$ cat src/rtl/core/x86ea_pkg.sv
// Shared types and constants for the ModRM/SIB effective address block.
// No dependencies; imported by every other file of the block except x86ea_ram.
package x86ea_pkg;

	localparam int unsigned REG_COUNT = 8;
	localparam int unsigned REG_W     = 32;
	localparam int unsigned RIDX_W    = $clog2(REG_COUNT);

	typedef logic [RIDX_W-1:0] ridx_t;
	typedef logic [2:0]        dlen_t;

	// register numbers
	localparam ridx_t REG_EBX = 3'd3;
	localparam ridx_t REG_ESP = 3'd4;
	localparam ridx_t REG_EBP = 3'd5;
	localparam ridx_t REG_ESI = 3'd6;
	localparam ridx_t REG_EDI = 3'd7;

	// ModRM fields
	localparam logic [1:0] MOD_NODISP = 2'd0;
	localparam logic [1:0] MOD_DISP8  = 2'd1;
	localparam logic [1:0] MOD_DISP32 = 2'd2;
	localparam logic [1:0] MOD_REG    = 2'd3;
	localparam logic [2:0] RM_SIB     = 3'd4;
	localparam logic [2:0] RM_DIRECT32 = 3'd5;
	localparam logic [2:0] RM_DIRECT16 = 3'd6;
	localparam ridx_t      SIB_NO_INDEX = 3'd4;
	localparam ridx_t      SIB_NO_BASE  = 3'd5;

	// displacement lengths in bytes
	localparam dlen_t DLEN_NONE = 3'd0;
	localparam dlen_t DLEN_8    = 3'd1;
	localparam dlen_t DLEN_16   = 3'd2;
	localparam dlen_t DLEN_32   = 3'd4;

	localparam logic FUNC_WRITE = 1'b0;
	localparam logic FUNC_ADDR  = 1'b1;

	// decoded addressing form of one address transaction
	typedef struct packed {
		logic       use_base;
		ridx_t      base_idx;
		logic       use_index;
		ridx_t      index_idx;
		logic [1:0] scale;
		logic       wrap16;
		logic       seg_ss;
		dlen_t      dlen;
		logic       sib_used;
		logic       invalid;
	} ea_ctrl_t;

endpackage

$ cat src/rtl/core/x86ea_if.sv
// Valid/ready channel interfaces for requests and results.
// Depends on x86ea_pkg.
interface x86ea_req_if import x86ea_pkg::*; ();
	logic        valid;
	logic        ready;
	logic        func;
	logic [2:0]  reg_number;
	logic [31:0] reg_value;
	logic [7:0]  modrm_byte;
	logic [7:0]  sib_byte;
	logic [31:0] disp_bytes;
	logic        addr_size_32;

	modport source (output valid, func, reg_number, reg_value, modrm_byte, sib_byte,
		disp_bytes, addr_size_32, input ready);
	modport sink (input valid, func, reg_number, reg_value, modrm_byte, sib_byte,
		disp_bytes, addr_size_32, output ready);
endinterface

interface x86ea_rsp_if import x86ea_pkg::*; ();
	logic        valid;
	logic        ready;
	logic [31:0] address;
	logic        segment_is_ss;
	dlen_t       disp_length;
	logic        sib_used;
	logic        invalid;

	modport source (output valid, address, segment_is_ss, disp_length, sib_used, invalid,
		input ready);
	modport sink (input valid, address, segment_is_ss, disp_length, sib_used, invalid,
		output ready);
endinterface

$ cat src/rtl/core/x86ea_ram.sv
// Generic RAM: one write port, two read ports with registered read data.
// No dependencies.
module x86ea_ram #(
	parameter int unsigned WIDTH = 32,
	parameter int unsigned DEPTH = 8
) (
	input  logic                     clk,
	input  logic                     we,
	input  logic [$clog2(DEPTH)-1:0] waddr,
	input  logic [WIDTH-1:0]         wdata,
	input  logic                     re,
	input  logic [$clog2(DEPTH)-1:0] raddr_a,
	input  logic [$clog2(DEPTH)-1:0] raddr_b,
	output logic [WIDTH-1:0]         rdata_a,
	output logic [WIDTH-1:0]         rdata_b
);
	logic [WIDTH-1:0] mem_q [DEPTH];

	always_ff @(posedge clk) begin
		if (we) begin
			mem_q[waddr] <= wdata;
		end
		if (re) begin
			rdata_a <= mem_q[raddr_a];
			rdata_b <= mem_q[raddr_b];
		end
	end
endmodule

$ cat src/rtl/core/x86ea_decode.sv
// Decodes ModRM, SIB and address size into the addressing form.
// Depends on x86ea_pkg.
module x86ea_decode import x86ea_pkg::*; (
	input  logic [7:0] modrm_byte,
	input  logic [7:0] sib_byte,
	input  logic       addr_size_32,
	output ea_ctrl_t   ctrl
);
	logic [1:0] md;
	logic [2:0] rm;
	ridx_t      sib_base;
	ridx_t      sib_index;
	logic       disp32_only;

	assign md        = modrm_byte[7:6];
	assign rm        = modrm_byte[2:0];
	assign sib_base  = sib_byte[2:0];
	assign sib_index = sib_byte[5:3];

	always_comb begin
		ctrl        = '0;
		disp32_only = 1'b0;
		if (md == MOD_REG) begin
			ctrl.invalid = 1'b1;
		end else if (addr_size_32) begin
			if (rm == RM_SIB) begin
				ctrl.sib_used  = 1'b1;
				ctrl.use_index = (sib_index != SIB_NO_INDEX);
				ctrl.index_idx = sib_index;
				ctrl.scale     = sib_byte[7:6];
				if (sib_base == SIB_NO_BASE && md == MOD_NODISP) begin
					disp32_only = 1'b1;
				end else begin
					ctrl.use_base = 1'b1;
					ctrl.base_idx = sib_base;
					ctrl.seg_ss   = (sib_base == REG_ESP) || (sib_base == REG_EBP);
				end
			end else if (rm == RM_DIRECT32 && md == MOD_NODISP) begin
				disp32_only = 1'b1;
			end else begin
				ctrl.use_base = 1'b1;
				ctrl.base_idx = rm;
				ctrl.seg_ss   = (rm == REG_EBP);
			end
			if (md == MOD_DISP8) begin
				ctrl.dlen = DLEN_8;
			end else if (md == MOD_DISP32 || disp32_only) begin
				ctrl.dlen = DLEN_32;
			end
		end else begin
			ctrl.wrap16 = 1'b1;
			case (rm)
				3'd0: begin
					ctrl.use_base  = 1'b1; ctrl.base_idx  = REG_EBX;
					ctrl.use_index = 1'b1; ctrl.index_idx = REG_ESI;
				end
				3'd1: begin
					ctrl.use_base  = 1'b1; ctrl.base_idx  = REG_EBX;
					ctrl.use_index = 1'b1; ctrl.index_idx = REG_EDI;
				end
				3'd2: begin
					ctrl.use_base  = 1'b1; ctrl.base_idx  = REG_EBP;
					ctrl.use_index = 1'b1; ctrl.index_idx = REG_ESI;
					ctrl.seg_ss    = 1'b1;
				end
				3'd3: begin
					ctrl.use_base  = 1'b1; ctrl.base_idx  = REG_EBP;
					ctrl.use_index = 1'b1; ctrl.index_idx = REG_EDI;
					ctrl.seg_ss    = 1'b1;
				end
				3'd4: begin
					ctrl.use_base = 1'b1; ctrl.base_idx = REG_ESI;
				end
				3'd5: begin
					ctrl.use_base = 1'b1; ctrl.base_idx = REG_EDI;
				end
				3'd6: begin
					// mod 0 here is a direct disp16
					if (md != MOD_NODISP) begin
						ctrl.use_base = 1'b1; ctrl.base_idx = REG_EBP;
						ctrl.seg_ss   = 1'b1;
					end
				end
				default: begin
					ctrl.use_base = 1'b1; ctrl.base_idx = REG_EBX;
				end
			endcase
			if (md == MOD_DISP8) begin
				ctrl.dlen = DLEN_8;
			end else if (md == MOD_DISP32 || (md == MOD_NODISP && rm == RM_DIRECT16)) begin
				ctrl.dlen = DLEN_16;
			end
		end
	end
endmodule

$ cat src/rtl/core/x86_modrm_effective_address.sv
// Top level of the ModRM/SIB effective address generator.
// Depends on x86ea_pkg, x86ea_if, x86ea_ram and x86ea_decode.
//
// Takes one transaction per cycle on req. A register write (func 0) updates the
// general register file at the edge it is accepted and yields no result; the
// next accepted transaction already sees it. An address transaction is decoded
// and its two register reads (base, index) are issued to the 2-read RAM at
// acceptance into the input stage; the sum of base, scaled index and displacement
// is formed from the input stage and lands in the result register once that
// register is free, and the result is then offered on rsp. Sustained rate is
// one transaction per cycle while rsp takes each result; the sum is a single
// pass through one three-input 32-bit adder. A stalled result holds req.ready
// low only once the input stage is also full. Registers read as zero until first
// written (a valid bit per register).
module x86_modrm_effective_address import x86ea_pkg::*; (
	input  logic        clk,
	input  logic        arst_n,
	x86ea_req_if.sink   req,
	x86ea_rsp_if.source rsp
);
	ea_ctrl_t ctrl;
	logic     req_acc;
	logic     wr_acc;
	logic     addr_acc;
	logic     out_free;

	logic [REG_COUNT-1:0] reg_valid_q;
	logic [REG_W-1:0]     base_rd;
	logic [REG_W-1:0]     index_rd;

	logic        valid_s1;
	ea_ctrl_t    ctrl_s1;
	logic        base_ok_s1;
	logic        index_ok_s1;
	logic [31:0] disp_s1;

	logic [31:0] base_v;
	logic [31:0] index_v;
	logic [31:0] index_sh;
	logic [31:0] disp_v;
	logic [31:0] sum;

	logic        rsp_valid_q;
	logic [31:0] address_q;
	logic        seg_ss_q;
	dlen_t       dlen_q;
	logic        sib_used_q;
	logic        invalid_q;

	x86ea_decode u_decode (
		.modrm_byte  (req.modrm_byte),
		.sib_byte    (req.sib_byte),
		.addr_size_32(req.addr_size_32),
		.ctrl        (ctrl)
	);

	assign out_free  = !rsp_valid_q || rsp.ready;
	assign req.ready = !valid_s1 || out_free;
	assign req_acc   = req.valid && req.ready;
	assign wr_acc    = req_acc && (req.func == FUNC_WRITE);
	assign addr_acc  = req_acc && (req.func == FUNC_ADDR);

	x86ea_ram #(
		.WIDTH(REG_W),
		.DEPTH(REG_COUNT)
	) u_gpr (
		.clk    (clk),
		.we     (wr_acc),
		.waddr  (req.reg_number),
		.wdata  (req.reg_value),
		.re     (addr_acc),
		.raddr_a(ctrl.base_idx),
		.raddr_b(ctrl.index_idx),
		.rdata_a(base_rd),
		.rdata_b(index_rd)
	);

	always_ff @(posedge clk or negedge arst_n) begin
		if (!arst_n) begin
			reg_valid_q <= '0;
		end else if (wr_acc) begin
			reg_valid_q[req.reg_number] <= 1'b1;
		end
	end

	// input stage
	always_ff @(posedge clk or negedge arst_n) begin
		if (!arst_n) begin
			valid_s1 <= 1'b0;
		end else if (addr_acc) begin
			valid_s1 <= 1'b1;
		end else if (out_free) begin
			valid_s1 <= 1'b0;
		end
	end

	always_ff @(posedge clk) begin
		if (addr_acc) begin
			ctrl_s1     <= ctrl;
			base_ok_s1  <= reg_valid_q[ctrl.base_idx];
			index_ok_s1 <= reg_valid_q[ctrl.index_idx];
			disp_s1     <= req.disp_bytes;
		end
	end

	always_comb begin
		base_v  = (ctrl_s1.use_base && base_ok_s1) ? base_rd : 32'd0;
		index_v = (ctrl_s1.use_index && index_ok_s1) ? index_rd : 32'd0;
		if (ctrl_s1.wrap16) begin
			base_v  = {16'd0, base_v[15:0]};
			index_v = {16'd0, index_v[15:0]};
		end
		index_sh = index_v << ctrl_s1.scale;
		case (ctrl_s1.dlen)
			DLEN_8:  disp_v = {{24{disp_s1[7]}}, disp_s1[7:0]};
			DLEN_16: disp_v = {16'd0, disp_s1[15:0]};
			DLEN_32: disp_v = disp_s1;
			default: disp_v = 32'd0;
		endcase
		sum = base_v + index_sh + disp_v;
		if (ctrl_s1.wrap16) begin
			sum = {16'd0, sum[15:0]};
		end
	end

	// result register
	always_ff @(posedge clk or negedge arst_n) begin
		if (!arst_n) begin
			rsp_valid_q <= 1'b0;
		end else if (out_free) begin
			rsp_valid_q <= valid_s1;
		end
	end

	always_ff @(posedge clk) begin
		if (out_free && valid_s1) begin
			address_q  <= sum;
			seg_ss_q   <= ctrl_s1.seg_ss;
			dlen_q     <= ctrl_s1.dlen;
			sib_used_q <= ctrl_s1.sib_used;
			invalid_q  <= ctrl_s1.invalid;
		end
	end

	assign rsp.valid         = rsp_valid_q;
	assign rsp.address       = address_q;
	assign rsp.segment_is_ss = seg_ss_q;
	assign rsp.disp_length   = dlen_q;
	assign rsp.sib_used      = sib_used_q;
	assign rsp.invalid       = invalid_q;
endmodule

$ cat src/flat_wrapper.sv
// flat-port wrapper written by rule: the top's interface ports become plain ports
module x86_modrm_effective_address_flat import x86ea_pkg::*;
  (clk, arst_n, req_valid, req_func, req_reg_number, req_reg_value, req_modrm_byte, req_sib_byte, req_disp_bytes, req_addr_size_32, req_ready, rsp_valid, rsp_address, rsp_segment_is_ss, rsp_disp_length, rsp_sib_used, rsp_invalid, rsp_ready);
  x86ea_req_if req_i ();
  x86ea_rsp_if rsp_i ();
  input  logic clk;
  input  logic arst_n;
  input wire logic [$bits(req_i.valid)-1:0] req_valid;
  input wire logic [$bits(req_i.func)-1:0] req_func;
  input wire logic [$bits(req_i.reg_number)-1:0] req_reg_number;
  input wire logic [$bits(req_i.reg_value)-1:0] req_reg_value;
  input wire logic [$bits(req_i.modrm_byte)-1:0] req_modrm_byte;
  input wire logic [$bits(req_i.sib_byte)-1:0] req_sib_byte;
  input wire logic [$bits(req_i.disp_bytes)-1:0] req_disp_bytes;
  input wire logic [$bits(req_i.addr_size_32)-1:0] req_addr_size_32;
  output wire logic [$bits(req_i.ready)-1:0] req_ready;
  output wire logic [$bits(rsp_i.valid)-1:0] rsp_valid;
  output wire logic [$bits(rsp_i.address)-1:0] rsp_address;
  output wire logic [$bits(rsp_i.segment_is_ss)-1:0] rsp_segment_is_ss;
  output wire logic [$bits(rsp_i.disp_length)-1:0] rsp_disp_length;
  output wire logic [$bits(rsp_i.sib_used)-1:0] rsp_sib_used;
  output wire logic [$bits(rsp_i.invalid)-1:0] rsp_invalid;
  input wire logic [$bits(rsp_i.ready)-1:0] rsp_ready;
  assign req_i.valid = req_valid;
  assign req_i.func = req_func;
  assign req_i.reg_number = req_reg_number;
  assign req_i.reg_value = req_reg_value;
  assign req_i.modrm_byte = req_modrm_byte;
  assign req_i.sib_byte = req_sib_byte;
  assign req_i.disp_bytes = req_disp_bytes;
  assign req_i.addr_size_32 = req_addr_size_32;
  assign req_ready = req_i.ready;
  assign rsp_valid = rsp_i.valid;
  assign rsp_address = rsp_i.address;
  assign rsp_segment_is_ss = rsp_i.segment_is_ss;
  assign rsp_disp_length = rsp_i.disp_length;
  assign rsp_sib_used = rsp_i.sib_used;
  assign rsp_invalid = rsp_i.invalid;
  assign rsp_i.ready = rsp_ready;
  x86_modrm_effective_address u_core (.clk(clk), .arst_n(arst_n), .req(req_i), .rsp(rsp_i));
endmodule
$ cat config.mk
export PLATFORM = sky130hd
export DESIGN_NAME = x86_modrm_effective_address_flat
export DESIGN_NICKNAME = d
export VERILOG_FILES = /design/src/rtl/core/x86ea_pkg.sv /design/src/rtl/core/x86ea_if.sv /design/src/rtl/core/x86ea_ram.sv /design/src/rtl/core/x86ea_decode.sv /design/src/rtl/core/x86_modrm_effective_address.sv /design/src/flat_wrapper.sv
export SDC_FILE = /design/constraint.sdc
export NUM_CORES = 1
export LEC_CHECK = 0
export BUFFER_PORTS_ARGS = -buffer_cell sky130_fd_sc_hd__buf_4
export CORE_ASPECT_RATIO = 2
export CORE_MARGIN = 5
export CORE_UTILIZATION = 60
export DETAILED_ROUTE_END_ITERATION = 8
export HOLD_SLACK_MARGIN = 0.06
export PLACE_DENSITY = 0.79
export SETUP_SLACK_MARGIN = 0.1
export SLEW_MARGIN = 10
export SYNTH_ARGS = -nofsm -noshare
export SYNTH_HDL_FRONTEND = slang
export SYNTH_SLANG_ARGS = --single-unit
export TNS_END_PERCENT = 30
$ cat constraint.sdc
create_clock -name clk -period 5.8 [get_ports clk]
set_input_delay 1.74 -clock clk [delete_from_list [all_inputs] [get_ports clk]]
set_output_delay 1.74 -clock clk [all_outputs]
set_load 0.005 [all_outputs]
* Yosys cells after proc, flatten, opt, wreduce, memory -nomap -nowiden
Memory sizes are Yosys's and may differ from the RTL's. A register that Yosys moved wholly into a read port is not among the register bits. Index checks and enable logic that the tools add are counted.
Storage, ports and cells: register bits 93, latch bits 0, memory bits (writable) 256, bits in read-only memories 0, input bits 89, output and inout port bits 40, logic and storage cells 117, memories 1
Cells by class: $add $sub $neg 2, $mul 0, divide/modulo/power cells 0, order comparisons 4, equal/unequal tests 15, shifts and indexed selects 1, multiplexer cells 44, bitwise operators 4, reductions and logical operators 26
Memories:
- u_core.u_gpr.mem_q | words 8, bits a word 32, rd ports 2, clocked after memory_dff 2, write ports 1, line x86ea_ram.sv:17 | logic [WIDTH-1:0] mem_q [DEPTH];
Operators with widths (count):
- $mux 32 | 4
- $pmux 32 s3 | 1
- $add 32x32->32 | 2
- $shl 32x2->32 | 1
- $mux 1 | 20
- $mux 4 | 5
- $eq 3x3->1 const B | 6
- $pmux 4 s4 | 1
- $mux 15 | 1
- $lt 3x4->1 const B | 3
- $logic_and 1x1->1 | 10
- $eq 3x2->1 const B | 3
- $mux 3 | 3
- $mux 8 | 1
- $or 8x8->8 | 1
- $pmux 4 s2 | 1
- $reduce_or 2->1 | 4
- $bmux 1 s3 | 2
- $eq 3x1->1 const B | 2
- $mux 6 | 1
- $logic_or 1x1->1 | 5
- $eq 2x2->1 const B | 2
- $mux 2 | 2
- $reduce_bool 2->1 | 2
- 10 further kinds | 13

* Longest topological paths before layout
Gate-level depths: netlist of the first run.
word-level depth 13, mapped depth 17, mapped depth without buffers 15

* Cells and area by module
A second synthesis of the first run with hierarchy kept.
Second synthesis, totals: cell total of the unflattened synthesis 1322, area total of the unflattened synthesis 21116.5 µm²
By module, submodules not included:
- x86ea_ram | times used 1, cells an instance 561, area an instance 13820.8 µm², sequential area each 9609.2 µm²
- x86_modrm_effective_address | times used 1, cells an instance 698, area an instance 6902.9 µm², sequential area each 2742.6 µm²
- x86ea_decode | times used 1, cells an instance 63, area an instance 392.9 µm², sequential area each 0.0 µm²

* Worst setup path before layout of the first run
Ideal clock, no wire load.
path kind input -> register, start point input rsp_ready, end point memory u_core.u_gpr.mem_q[0][0] (enable), setup time 0.463 ns, data arrival time 4.578 ns, data required time 5.337 ns, path slack 0.759 ns, stages 4, path buffers 0, path through nand3b_1 -> nand2_1 -> or3_1 -> nor3_1
Between the ends: longest elaborated chain between the ends 6
RTL lines:
- start, declared | line flat_wrapper.sv:23 | input wire logic [$bits(rsp_i.ready)-1:0] rsp_ready;
- $logic_or 1x1->1 | line x86_modrm_effective_address.sv:57 | assign out_free = !rsp_valid_q || rsp.ready;
- $logic_or 1x1->1 | line x86_modrm_effective_address.sv:58 | assign req.ready = !valid_s1 || out_free;
- $logic_and 1x1->1 | line x86_modrm_effective_address.sv:59 | assign req_acc = req.valid && req.ready;
- $logic_and 1x1->1 | line x86_modrm_effective_address.sv:60 | assign wr_acc = req_acc && (req.func == FUNC_WRITE);
- $mux 1 | line x86ea_ram.sv:20 | if (we) begin
- $mux 1 (implied by the code) | line x86ea_ram.sv:21 | mem_q[waddr] <= wdata;
- end, declared | line x86ea_ram.sv:17
No other way between the ends.

* Worst setup path in the final report of the first run
start point register u_core.ctrl_s1[8] (netlist name), end point register u_core.address_q[25], in the netlist u_core.rsp.address[25] (data pin)
Between the ends: longest elaborated chain between the ends 3
RTL lines:
- start, declared | line x86_modrm_effective_address.sv:32 | ea_ctrl_t ctrl_s1;
- start signal, assigned | line x86_modrm_effective_address.sv:99 | ctrl_s1 <= ctrl;
- $shl 32x2->32 | line x86_modrm_effective_address.sv:113 | index_sh = index_v << ctrl_s1.scale;
- $add 32x32->32 (2 in series) | line x86_modrm_effective_address.sv:120 | sum = base_v + index_sh + disp_v;
- end signal, assigned | line x86_modrm_effective_address.sv:137 | address_q <= sum;
- end, declared | line x86_modrm_effective_address.sv:44 | logic [31:0] address_q;
No other way between the ends. A chain may end at the register's enable or synchronous reset.

==> results of run 1 <==
## per-layer routing
metal	share of wire, %	track usage [%]	wire, um	up-vias
met5	0	0	0	-
met4	5.8	16.8	3350	0
met3	9.8	4.76	5680	271
met2	52	50.1	30200	1098
met1	32	31.4	18400	7751
li1	-	-	-	7267
## where the power goes
group	internal, mW	leakage (nW)	total, mW	switching (mW)
Sequential	3.41	3.80	3.47	0.0590
Combinational	0.349	4.89	0.961	0.612
Clock	1.55	0.623	2.64	1.09
Total	5.32	9.32	7.08	1.76
## state kept, by name (all words and copies together), names as in the netlist
| name | count |
|---|---|
| u_core.u_gpr.mem_q | 256 |
| u_core.disp_s1 | 32 |
| u_core.rsp.address | 32 |
| u_core.u_gpr.rdata_a | 32 |
| u_core.u_gpr.rdata_b | 32 |
| u_core.ctrl_s1 | 11 |
| u_core.reg_valid_q | 8 |
| u_core.rsp.disp_length | 3 |
| u_core.base_ok_s1 | 1 |
| u_core.index_ok_s1 | 1 |
| u_core.rsp.invalid | 1 |
| u_core.rsp.segment_is_ss | 1 |
| u_core.rsp.sib_used | 1 |
| u_core.rsp.valid | 1 |
| u_core.valid_s1 | 1 |
## cells by family (layout without fill, tap and decap cells)
| family | after synthesis | after routing | share of synthesized area [%] |
|---|---|---|---|
| other | 0 | 2 | 0 |
| muxes | 103 | 103 | 5.96 |
| and+or+nand+nor | 775 | 775 | 15.7 |
| AOI/OAI and AO/OA | 363 | 363 | 10.9 |
| DFF | 413 | 413 | 57.4 |
| buffers and inverters | 223 | 325 | 4.22 |
| adders and majority gates | 62 | 62 | 4.73 |
| xor gates and xnor gates | 25 | 25 | 1.02 |
## cells in the mapped netlist (32+ instances only)
cell and instances:
a211oi_1 44, a21oi_1 96, a311oi_1 33, clkbuf_1 90, edfxtp_1 403, fa_1 32
inv_1 95, mux2i_1 74, nand2_1 422, nand3_1 177, nor2_1 61, nor3_1 45
o211ai_1 36, o21ai_0 63, o21ai_1 32
## area by class of cell
type	instances	area [um2]	share of cell area (%)
Clock buffer	38	908	3.76
Multi-Input combinational cell	1328	8330	34.4
Clock inverter	26	388	1.60
Tap cell	450	563	2.33
Sequential cell	413	12400	51.1
Inverter	98	370	1.53
Timing Repair Buffer	163	1270	5.27
Antenna cell	2	5.00	0.0207
## worst max path at each step
stage | endpoint | startpoint | slack [ns] | cells after the start
global route | u_core.rsp.address[28] | u_core.ctrl_s1[8] | 0.63 | 14
detailed placement | u_core.rsp.address[25] | u_core.ctrl_s1[8] | 0.92 | 13
global placement | u_core.rsp.address[25] | u_core.ctrl_s1[8] | 0.98 | 13
floorplan | u_core.u_gpr.mem_q[0][0] | rsp_ready | 0.76 | 4
CTS | u_core.rsp.address[25] | u_core.ctrl_s1[8] | 0.90 | 13
finish | u_core.rsp.address[25] | u_core.ctrl_s1[8] | 0.74 | 13
==> impl_metrics.csv, run 1 <==
group,metric,value,unit
detailed_routing,ant_nets,0,
die,fp.dieW,144,um
place,port-buffer-count,125,
clock_network,tritoncts,"built",
detailed_routing,first_pass_drt_iterations,7,
grt,vias_in_the_first_global_route,16700,
place,dp.cells,2452,
sta,worst_setup_margin,0.744,ns
hold_path,worst_hold_startpoint,"u_core.ctrl_s1[0]",
grt,overflow_after_grt,0,
synthesis,synth_area_leaders,"edfxtp_1, nand2_1, nand3_1, mux2i_1, fa_1",
run_status,result_of_the_run,"complete, no violations",
final_layout,design_area,24200,um2
sta,rsz0062_at_grt,"false",
critical_path,worst_path_dominant_cell_family,"compound AO/OA/AOI/OAI gates",
place,preCtsSetupSlack,0.921,ns
clock_network,cts_max_level,2,
final_layout,final-instance-count-excl-fill,2518,
synthesis,netlist.area_leader.share,56.3,%
hold_path,holdCritPathClass,"reg -> reg",
sta,maxSlewViolCount,0,
hold_path,holdPathEnd,"u_core.rsp.invalid",
critical_path,path_cells,"clkinv_1 -> nand3_1 -> fa_1 -> inv_1 -> ha_1 -> fa_1 -> a21oi_1 -> nor2_1 -> nor3_1 -> o311ai_0 -> a31oi_1 -> o21bai_1 -> mux2_2",
sta,max_clock_freq,198,MHz
sta,skew,0.0244,ns
clock_network,cts_hold_buf,0,
critical_path,critPathSlowestCell,"o311ai_0",
final_layout,mostFrequentLayoutCells,"nand2_1, edfxtp_1, nand3_1, buf_4, a21oi_1",
final_layout,synthToLayoutAreaGrowth,12.5,%
synthesis,synthCells,1964,
final_layout,layout_commonest_cell,"nand2_1",
critical_path,worst_ep_required_time,6.09,ns
synthesis,synthArstFlopShare,2.42,%
sta,final_hold_viol_count,0,
grt,grt_max_degree,85,
sta,worst_margin_pin_slew,0.989,ns
clock_network,cts_sinks,413,
detailed_routing,drtIter0Drc,1675,
critical_path,r2r_start,"u_core.ctrl_s1[8]",
detailed_routing,drc,0,
clock_network,clk_transition_reported_paths,0.07,ns
sta,final_min_period,5.06,ns
synthesis,post_synth_instance_area,21500,um2
synthesis,synth_edf_count,403,
detailed_routing,routed_via_count,16400,
sta,timing.hold.ws,0.429,ns
synthesis,number_of_warning_messages_in_the_yosys_log,0,
pwr,p_per_area,293,nW/um2
final_layout,nFillCells,2537,
synthesis,synthesis.nets,2115,
die,top_level_ports,129,
pwr,peak_supply_drop,247,uV
sta,timing.setup.tns,0,ns
flow_run,drv.max_cap_violation_count,0,
clock_network,tritoncts_buffers,36,
final_layout,final_util,68.0,%
grt,antenna_found_initial,2,
critical_path,cp_common_cell,"fa_1",
synthesis,total_of_flip_flops_plus_latches_after_synthesis,413,
place,gp_congestion,0.877,
synthesis,synthDominantAreaCellType,"edfxtp_1",
die,fp-row-count,98,
detailed_routing,post_drt_via_cell_ratio,6.51,
clock_network,ctsRootBufferMaster,"clkbuf_16",
grt,grt.total_usage,28.4,%
clock_network,count_of_buffers_added_by_post_cts_timing_repair_for_setup,0,
critical_path,cp_num_buf_inv,2,
die,floorplan.die_area,40000,um2
final_layout,net_count_of_the_finished_layout,2191,
sta,finalSetupViolCount,0,
final_layout,drive_above_1_share,13.9,%
sta,min_period_over_period,87.2,%
critical_path,critPathKind,"reg -> reg",
clock_network,clock_tree_buffer_depth,3,
place,hpwlAfterDp,36500,um
detailed_routing,finalWirelength,57600,um
critical_path,max_stage_delay,0.87,ns
place,detailed_place.area,22900,um2
sta,timing.slew.headroom,33.2,%
critical_path,worst-r2r-cell-count,13,
detailed_routing,wl_per_cell,22.9,um
hold_path,min_delay_path_depth,0,
die,core,35600,um2
synthesis,synth.avg_cell_area,10.9,um2
die,vert_die_dim,278,um
synthesis,synth_cell_types,65,
synthesis,yosys_most_used_dff,"edfxtp_1",
critical_path,worst_ep_arrival_time,5.35,ns
pwr,cellLeakagePower,9.32,nW
clock_network,post_cts.resized_instances,0,
critical_path,reg_to_reg_setup_timing_slack,0.74,ns
synthesis,synth-seq-area-share,57.4,%
grt,grt_first_pass_wirelength,87300,um
critical_path,worstSetupStartpointType,"register",
die,floorplan.initialDensity,60.5,%
clock_network,clock_latency,0.55,ns
critical_path,regToRegEndpoint,"u_core.rsp.address[25]",
critical_path,timing.critical_path.fanout_max,17,
critical_path,element_type_at_the_critical_path_end,"register",
pwr,design_power_total,7.08,mW
No activity file was read; power rests on OpenSTA's default activity.
==> run 2, diff against run 1 <==
--- a/config.mk
+++ b/config.mk
@@ -11,5 +11,6 @@
 export CORE_UTILIZATION = 60
+export CTS_CLUSTER_SIZE = 40
 export DETAILED_ROUTE_END_ITERATION = 8
 export HOLD_SLACK_MARGIN = 0.06
-export PLACE_DENSITY = 0.79
+export PLACE_DENSITY_LB_ADDON = 0.08
 export SETUP_SLACK_MARGIN = 0.1
==> constraint.sdc (replaced) <==
create_clock -name clk -period 5.8 [get_ports clk]
set_input_delay 1.16 -clock clk [delete_from_list [all_inputs] [get_ports clk]]
set_output_delay 1.16 -clock clk [all_outputs]
set_load 0.005 [all_outputs]
==> run 2 against run 1 <==
Worst hold slack got worse by 0.0028 ns. Sequential power about the same. Flip-flop and latch count unchanged. Critical endpoint is now u_core.rsp.address[31]. Register-to-register slack improved by 0.23 ns. Clock skew decreased by 0.013 ns.
==> impl_metrics.csv, run 2 (synthesis gave the netlist of run 1 again) <==
group,metric,value,unit
run_status,result_of_the_run,"complete, no violations",
pwr,cellInternalPower,5.08,mW
sta,min_period_over_period,83.2,%
detailed_routing,wl_per_cell,22.9,um
grt,grt_first_pass_wirelength,87600,um
place,dp.cells,2456,
grt,grt_max_degree,67,
sta,timing.slew.headroom,30.0,%
detailed_routing,routed_via_count,16000,
die,top_level_ports,129,
hold_path,holdPathEnd,"u_core.rsp.segment_is_ss",
detailed_routing,drtIter0Drc,1238,
final_layout,layout_commonest_cell,"nand2_1",
pwr,power_frac_clock,34.7,%
hold_path,min_delay_path_depth,0,
clock_network,tritoncts_buffers,37,
critical_path,critPathSlowestCell,"edfxtp_1",
clock_network,clk_transition_reported_paths,0.07,ns
sta,skew,0.0111,ns
grt,grt.total_usage,28.7,%
die,fp.dieW,144,um
pwr,sw_frac_of_total,25.4,%
pwr,p_per_area,282,nW/um2
die,core,35600,um2
final_layout,final-instance-count-excl-fill,2521,
die,floorplan.initialDensity,60.5,%
die,floorplan.die_area,40000,um2
grt,overflow_after_grt,0,
detailed_routing,post_drt_via_cell_ratio,6.34,
sta,timing.setup.tns,0,ns
grt,antenna_found_initial,0,
sta,maxSlewViolCount,0,
pwr,share_seq_of_total_power,51.1,%
critical_path,max_stage_delay,0.74,ns
clock_network,ctsRootBufferMaster,"clkbuf_16",
critical_path,critPathKind,"reg -> reg",
critical_path,timing.critical_path.fanout_max,13,
detailed_routing,drc,0,
detailed_routing,ant_nets,0,
pwr,peak_supply_drop,284,uV
sta,finalSetupViolCount,0,
final_layout,antenna_cells,0,
clock_network,cts_max_level,2,
sta,rsz0062_at_grt,"false",
hold_path,worst_hold_startpoint,"u_core.ctrl_s1[5]",
detailed_routing,first_pass_drt_iterations,5,
critical_path,worstSetupStartpointType,"register",
critical_path,worst_ep_arrival_time,5.11,ns
critical_path,r2r_start,"u_core.ctrl_s1[8]",
pwr,cellLeakagePower,9.26,nW
clock_network,count_of_buffers_added_by_post_cts_timing_repair_for_setup,0,
grt,vias_in_the_first_global_route,16400,
clock_network,clock_tree_buffer_depth,3,
flow_run,drv.max_cap_violation_count,0,
final_layout,registers.top_by_ff_count,"u_core.u_gpr.mem_q",
pwr,power.net_switching,1.73,mW
place,port-buffer-count,125,
critical_path,path_cells,"clkinv_1 -> nor2_1 -> a22oi_1 -> fa_1 -> inv_1 -> ha_1 -> a21oi_1 -> nand2b_1 -> a211oi_1 -> a211oi_1 -> o31ai_1 -> xnor2_1 -> nor2_1",
sta,final_hold_viol_count,0,
clock_network,cts_sinks,413,
clock_network,tritoncts,"built",
final_layout,mostFrequentLayoutCells,"nand2_1, edfxtp_1, nand3_1, buf_4, a21oi_1",
final_layout,drive_above_1_share,13.7,%
detailed_routing,finalWirelength,57800,um
clock_network,clock_latency,0.54,ns
critical_path,reg_to_reg_setup_timing_slack,0.97,ns
place,gp_congestion,0.886,
critical_path,element_type_at_the_critical_path_end,"register",
clock_network,cts_hold_buf,0,
die,fp-row-count,98,
final_layout,synthToLayoutAreaGrowth,12.1,%
pwr,pwr-share-comb,14.2,%
sta,max_clock_freq,207,MHz
hold_path,holdCritPathClass,"reg -> reg",
final_layout,largest_register_ff_count,256,
critical_path,worst_ep_required_time,6.09,ns
critical_path,worst-r2r-cell-count,13,
sta,worst_margin_pin_slew,1.05,ns
sta,final_min_period,4.83,ns
clock_network,post_cts.resized_instances,0,
critical_path,regToRegEndpoint,"u_core.rsp.address[31]",
place,hpwlAfterDp,37200,um
die,vert_die_dim,278,um
final_layout,net_count_of_the_finished_layout,2196,
## run 2: cell count changes in the layout (fill, tap and decap cells not counted), moves of 2 or more
| cell | change |
|---|---|
| diode_2 | -2 |
| nor2_2 | -7 |
| clkinv_1 | +7 |
| buf_4 | +3 |
| bufinv_16 | -6 |
| nor2_4 | +7 |
| clkbuf_1 | +3 |
## run 2: per-layer routing
| layer | GRT usage, % | vias up | routed length, um | share of wire (%) |
|---|---|---|---|---|
| met1 | 32.9 | 7700 | 19700 | 34 |
| met3 | 4.00 | 217 | 4430 | 7.7 |
| met2 | 50.7 | 799 | 30400 | 53 |
| li1 | - | 7264 | - | - |
| met5 | 0 | - | 0 | 0 |
| met4 | 15.5 | 0 | 3220 | 5.6 |
## run 2: cell type report
class | count | area (um2)
flip-flops and latches | 413 | 12400
fillers | 2651 | 11500
multi-input cells | 1328 | 8360
repair buffers | 167 | 1320
clock buffers | 42 | 945
well taps | 450 | 563
inverters | 98 | 370
clock inverters | 23 | 195
## run 2: metrics by stage
stage / util, % / power, mW / instance area, um2 / setup slack, ns / hold slack [ns]
floorplan: - / 4.13 / 21500 / 1.34 / 0.400
global placement: 64.6 / 4.47 / 23000 / 1.16 / 0.414
detailed placement: 64.6 / 4.49 / 23000 / 1.06 / 0.413
CTS: 67.8 / 6.82 / 24100 / 1.03 / 0.427
global route: 67.8 / 7.04 / 24100 / 0.749 / 0.440
finish: 67.8 / 6.80 / 24100 / 0.972 / 0.426
## run 2: worst max-delay path by stage
stage | from | end | slack, ns | depth (start not counted)
after CTS | u_core.ctrl_s1[8] | u_core.rsp.address[31] | 1.03 | 13
after global routing | u_core.ctrl_s1[7] | u_core.rsp.address[31] | 0.75 | 14
after detailed placement | u_core.ctrl_s1[8] | u_core.rsp.address[31] | 1.06 | 13
after global placement | u_core.ctrl_s1[8] | u_core.rsp.address[31] | 1.16 | 13
after floorplan | rsp_ready | u_core.u_gpr.mem_q[0][0] | 1.34 | 4
final | u_core.ctrl_s1[8] | u_core.rsp.address[31] | 0.97 | 13
## run 2: power groups by stage
stage / sequential, mW / combinational (mW) / clock, mW
2_1_floorplan: 3.52 / 0.609 / 0
3_3_place_gp: 3.53 / 0.936 / 0
3_5_place_dp: 3.54 / 0.956 / 0
4_1_cts: 3.47 / 0.961 / 2.39
5_1_grt: 3.48 / 1.05 / 2.50
6_report: 3.47 / 0.965 / 2.36
## run 2: critical path: cells and delay by family (launching register included)
family	cells	cell delay (ns)
adders and majority gates	2	0.86
DFF	1	0.74
xor gates and xnor gates	1	0.17
buffers and inverters	2	0.56
AOI/OAI and AO/OA	5	1.81
and+or+nand+nor	3	0.42
